### src/rtl/core/bpf_pkg.sv
// ----------------------------------------------------------------------------
// bpf_pkg: shared types, constants and helpers for the branch power flow block
// Holds the item structs, the arctangent table and the stage widths.
// ----------------------------------------------------------------------------
`default_nettype none
package bpf_pkg;

  localparam int CordicSteps = 16;
  localparam int SqrtSteps   = 32;
  localparam int StepW       = 5;

  localparam logic signed [17:0] AngPi     = 18'sd25736;
  localparam logic signed [17:0] AngTwoPi  = 18'sd51472;
  localparam logic signed [17:0] AngHalfPi = 18'sd12868;
  localparam logic signed [35:0] CordicGain = 36'sd652032874;

  typedef struct packed {
    logic signed [23:0] g_from_from;
    logic signed [23:0] b_from_from;
    logic signed [23:0] g_from_to;
    logic signed [23:0] b_from_to;
    logic signed [23:0] g_to_from;
    logic signed [23:0] b_to_from;
    logic signed [23:0] g_to_to;
    logic signed [23:0] b_to_to;
    logic        [15:0] vmag_from;
    logic signed [15:0] vang_from;
    logic        [15:0] vmag_to;
    logic signed [15:0] vang_to;
  } bpf_in_t;

  typedef struct packed {
    logic signed [31:0] p_from;
    logic signed [31:0] q_from;
    logic signed [31:0] p_to;
    logic signed [31:0] q_to;
    logic        [30:0] s_from;
    logic        [30:0] s_to;
  } bpf_out_t;

  // Carried along the CORDIC chain
  typedef struct packed {
    logic signed [35:0] x;
    logic signed [35:0] y;
    logic signed [21:0] z;
    logic               neg;
    bpf_in_t            line;
  } bpf_rot_t;

  // Carried along the square root chain
  typedef struct packed {
    logic [63:0] vf;
    logic [63:0] res;
    logic [63:0] vt;
    logic [63:0] rest;
    logic signed [31:0] p_from;
    logic signed [31:0] q_from;
    logic signed [31:0] p_to;
    logic signed [31:0] q_to;
  } bpf_sq_t;

  function automatic logic signed [21:0] atan_q16(input logic [StepW-1:0] i);
    logic signed [21:0] r;
    begin
      unique case (i)
        5'd0: r = 22'sd51472;  5'd1: r = 22'sd30386;
        5'd2: r = 22'sd16055;  5'd3: r = 22'sd8150;
        5'd4: r = 22'sd4091;   5'd5: r = 22'sd2047;
        5'd6: r = 22'sd1024;   5'd7: r = 22'sd512;
        5'd8: r = 22'sd256;    5'd9: r = 22'sd128;
        5'd10: r = 22'sd64;    5'd11: r = 22'sd32;
        5'd12: r = 22'sd16;    5'd13: r = 22'sd8;
        5'd14: r = 22'sd4;     5'd15: r = 22'sd2;
        default: r = 22'sd0;
      endcase
      return r;
    end
  endfunction

  function automatic logic signed [31:0] sat32(input logic signed [63:0] v);
    begin
      if (v > 64'sd2147483647) return 32'sh7fffffff;
      else if (v < -64'sd2147483648) return 32'sh80000000;
      else return v[31:0];
    end
  endfunction

endpackage
`default_nettype wire

### src/rtl/core/bpf_sqrt_cell.sv
// ----------------------------------------------------------------------------
// bpf_sqrt_cell: one digit of two integer square roots
// Trial bit one is 2^(62-2*idx); both ends advance together.
// ----------------------------------------------------------------------------
`default_nettype none
module bpf_sqrt_cell
  import bpf_pkg::*;
(
  input  wire logic             clk,
  input  wire logic             rst,
  input  wire logic             en,
  input  wire logic [StepW-1:0] idx,
  input  wire logic             in_vld,
  input  wire bpf_sq_t          in_d,
  output logic                  out_vld,
  output bpf_sq_t               out_d
);
  bpf_sq_t nxt;
  logic [63:0] one;

  // Leading zero trial bits leave res at zero, so starting at 2^62 matches
  always_comb begin
    one = 64'h4000_0000_0000_0000 >> {idx, 1'b0};
    nxt = in_d;
    if (in_d.vf >= in_d.res + one) begin
      nxt.vf  = in_d.vf - (in_d.res + one);
      nxt.res = (in_d.res >> 1) + one;
    end else begin
      nxt.res = in_d.res >> 1;
    end
    if (in_d.vt >= in_d.rest + one) begin
      nxt.vt   = in_d.vt - (in_d.rest + one);
      nxt.rest = (in_d.rest >> 1) + one;
    end else begin
      nxt.rest = in_d.rest >> 1;
    end
  end

  always_ff @(posedge clk) begin
    if (rst) begin
      out_vld <= 1'b0;
    end else if (en) begin
      out_vld <= in_vld;
    end
    if (en) begin
      out_d <= nxt;
    end
  end
endmodule
`default_nettype wire

### config.mk
export PLATFORM = sky130hd
export DESIGN_NAME = bpf_sqrt_cell
export DESIGN_NICKNAME = d
export VERILOG_FILES = /design/src/rtl/core/bpf_pkg.sv /design/src/rtl/core/bpf_sqrt_cell.sv
export SDC_FILE = /design/constraint.sdc
export NUM_CORES = 1
export LEC_CHECK = 0
export BUFFER_PORTS_ARGS = -buffer_cell sky130_fd_sc_hd__buf_2
export CORE_AREA = 2 2 307 309
export DETAILED_ROUTE_END_ITERATION = 7
export DIE_AREA = 0 0 309 311
export PLACE_DENSITY_LB_ADDON = 0.3
export SETUP_SLACK_MARGIN = 0.2
export SYNTH_ARGS = -nofsm -noshare
export SYNTH_HDL_FRONTEND = slang
export SYNTH_SLANG_ARGS = --single-unit
### constraint.sdc
create_clock -name clk -period 15.5 [get_ports clk]
set_clock_uncertainty 0.05 [all_clocks]
set_input_delay 2.325 -clock clk [delete_from_list [all_inputs] [get_ports clk]]
set_output_delay 2.325 -clock clk [all_outputs]
set_load 0.01 [all_outputs]
==> results.txt <==
Final setup fails: 0
Average cell area after synthesis: 8.88 sq um
Routability cong.: 0.988
CTS Buf Count: 48
FILL cells: 9325
Max-Cap Viols: 0
Vias/cell: 5.66
Design area: 0.0389 sq mm
VDD IR max: 0.0000688 V
Final Hold Violating Endpoints: 0
Fin util: 41.9%
Largest net degree at the start of global routing: 100
Max transition margin: 24.1%
Critical path class: in -> reg
HP Class: reg -> reg
Sink Count: 385
Sw frac: 34.1%
Die Height: 311 um
Syn Inst Count: 3630
Worst Max-Slew Pin Slew: 1130 ps
Netlist cell types: 95
Post-CTS setup buffers: 0
CP delay by family, top: compound AO/OA/AOI/OAI gates
Period minus WS final: 10100 ps
Clock Tree Buf Depth: 3
Clk_lat worst skew: 630 ps
Worst setup EP type: register
CTS tree: built
CP max stage cell: a31o_4
FF+latch count, synth: 385
Via count of the routed design: 31.8k
Highest-count cells in the layout ignoring fill and taps: 776 x buf_2, 384 x edfxtp_1, 355 x nand2_1, 353 x nor2_1, 348 x a21oi_1
R2R Setup Slk: 14870 ps
First-pass GRT wire length: 198000 um
Number of stages on the worst setup path: 24
CP max FO: 69
Register area share after synthesis: 35.9%
GRT Resource Usage Total: 27.5%
Initial antenna violation count: 38
Vias in the first global route: 30.6k
Fraction of layout cells with a size suffix above 1: 22.4%
Int Power: 2.39 mW
Die ar.: 0.0961 sq mm
Initial Util: 34.7%
Critical R2R Launch: out_vld
Residual DRC count: 0
Layout net count: 4956
Depth of the CTS H-tree: 2
Port Buffers: 777
CP startpoint: idx[0]
Multi-input logic area: 0.0197 sq mm
Tcrit/Tclk final: 65.2%
Post-synth EDFFs: 384
Synth Net Count: 4277
Post-synth ARST share: 0%
Sequential share of power: 36.9%
Clock power frac: 34.3%
P_leak: 16.1 nW
Worst Setup EP: out_d[334]
Post-synth top flop: edfxtp_1
R2R depth: 2
Core Region: 0.0928 sq mm
Iter 0 DRT Violations: 2875
Hold_buf cts: 0
WP data arrival: 10460 ps
Final wirelength: 139000 um
Worst path cell trace: buf_2 -> or3b_2 -> nor2_1 -> ha_1 -> a31oi_1 -> o21bai_1 -> a31oi_4 -> o21ai_0 -> a21oi_1 -> a21oi_1 -> a211oi_1 -> o21bai_1 -> a31oi_1 -> xor2_1 -> ha_1 -> and2_1 -> nor2b_1 -> nand3_1 -> nor4_1 -> a211oi_1 -> o41ai_2 -> a31o_4 -> buf_4 -> mux2_2
Worst endpoint required time: 15850 ps
Placed Area: 0.0372 sq mm
YS warnings: 0
Global route total overflow: 0
RSZ-0062 raised after global routing: no
Max-slew violation count: 0
Comb pwr share: 28.8%
Routed len/inst: 24.7 um
Clk root buf: clkbuf_16
Post-CTS Resized: 0
Antenna-violating nets left: 0
Status: finished, final reports clean
First-pass detailed-route iteration total: 6
Post-DP HPWL: 113000 um
Psw: 1.24 mW
Worst path max stage delay: 780 ps
Pwr dens: 93.3 mW/mm^2
Kind of start point of the critical path: input pin
Critical path buffer and inverter count: 2
Commonest non-fill, non-tap cell in the layout: buf_2
I/O pins: 778
Reg area: 0.0116 sq mm
Die Wd: 309 um
Mapped cell area: 0.0322 sq mm
Fmax achieved: 0.0990 GHz
Area grow syn2layout: 20.7%
Placement row count: 112
CTS clk-pin slew, worst paths: 70 ps
RR Endpoint: out_vld
Setup TNS Final: 0 ps
## worst min-delay path: cells and delay by family (launching register included)
family,cells,cell delay [ps]
AND/OR/NAND/NOR,1,70
flip-flops,1,320
multiplexers,1,70
## worst min path at each step
| stage | startpoint | slack (ps) | to | cells past startpoint |
|---|---|---|---|---|
| after CTS | out_vld | 460 | out_vld | 2 |
| after global routing | out_vld | 480 | out_vld | 2 |
| after detailed placement | out_vld | 440 | out_vld | 2 |
| after global placement | out_vld | 420 | out_vld | 2 |
| final | out_vld | 450 | out_vld | 2 |
| after floorplan | out_vld | 480 | out_vld | 2 |
## metrics by stage
step	hold slack, ps	power (mW)	worst slack (ps)	cells
after floorplan	478	1.96	7490	3630
after global placement	418	2.40	4590	5513
after detailed placement	442	2.39	4640	5513
after CTS	460	3.65	5280	5603
after global routing	483	3.79	4730	5614
final	447	3.63	5400	5623
## layout make-up
type                            instances  area share [%]
Multi-Input combinational cell       3001            50.6
Sequential cell                       385            29.7
Timing Repair Buffer                  798            10.4
Tap cell                             1254            4.03
Clock buffer                           53            3.14
Clock inverter                         37            1.21
Inverter                               75           0.724
Antenna cell                           20           0.129
## registers in the layout (all words and copies together) (netlist names)
signal and flops:
out_vld 1, out_d 384
## Yosys cell counts, types with 42 or more instances
| library cell | count | area share [%] |
|---|---|---|
| o21ai_0 | 232 | 3.6 |
| ha_1 | 252 | 9.8 |
| o21bai_1 | 67 | 1.6 |
| nand4_1 | 94 | 1.8 |
| a21o_1 | 122 | 2.8 |
| a31oi_1 | 115 | 2.2 |
| nor3_1 | 59 | 0.92 |
| xor2_1 | 185 | 5.0 |
| a21oi_1 | 348 | 5.4 |
| buf_2 | 43 | 0.67 |
| nor2_1 | 353 | 4.1 |
| nand2_1 | 356 | 4.1 |
| a31o_2 | 42 | 1.1 |
| xnor2_1 | 165 | 4.5 |
| edfxtp_1 | 384 | 36 |
| clkbuf_1 | 116 | 1.4 |
| nand3_1 | 90 | 1.4 |
| inv_1 | 75 | 0.87 |
## kinds of logic (layout without fill, tap and decap cells)
group                      Yosys count  count (layout)  synth area share (%)
muxes                               13              13                 0.435
DFF                                385             385                  35.9
AOI/OAI and AO/OA                 1183            1183                  23.5
and+or+nand+nor                   1195            1195                  17.5
xor gates and xnor gates           350             350                  9.51
buffers and inverters              244             963                  3.08
adders and majority gates          260             260                  10.1
other                                0              20                     0
## power by group through the flow
stage	Combinational (mW)	Clock, mW	Sequential [mW]
floorplan	0.552	0	1.41
global placement	1.03	0	1.36
detailed placement	1.03	0	1.36
CTS	1.04	1.27	1.34
global route	1.13	1.31	1.35
finish	1.05	1.24	1.34
## layer usage
layer / share of wire, % / track usage [%] / wire (um)
met1: 39 / 32.3 / 53800
met2: 49 / 47.8 / 67500
met3: 7.2 / 5.45 / 10100
met4: 5.3 / 13.3 / 7370
met5: 0.11 / 0 / 154
(Power assumes the default switching activity.)
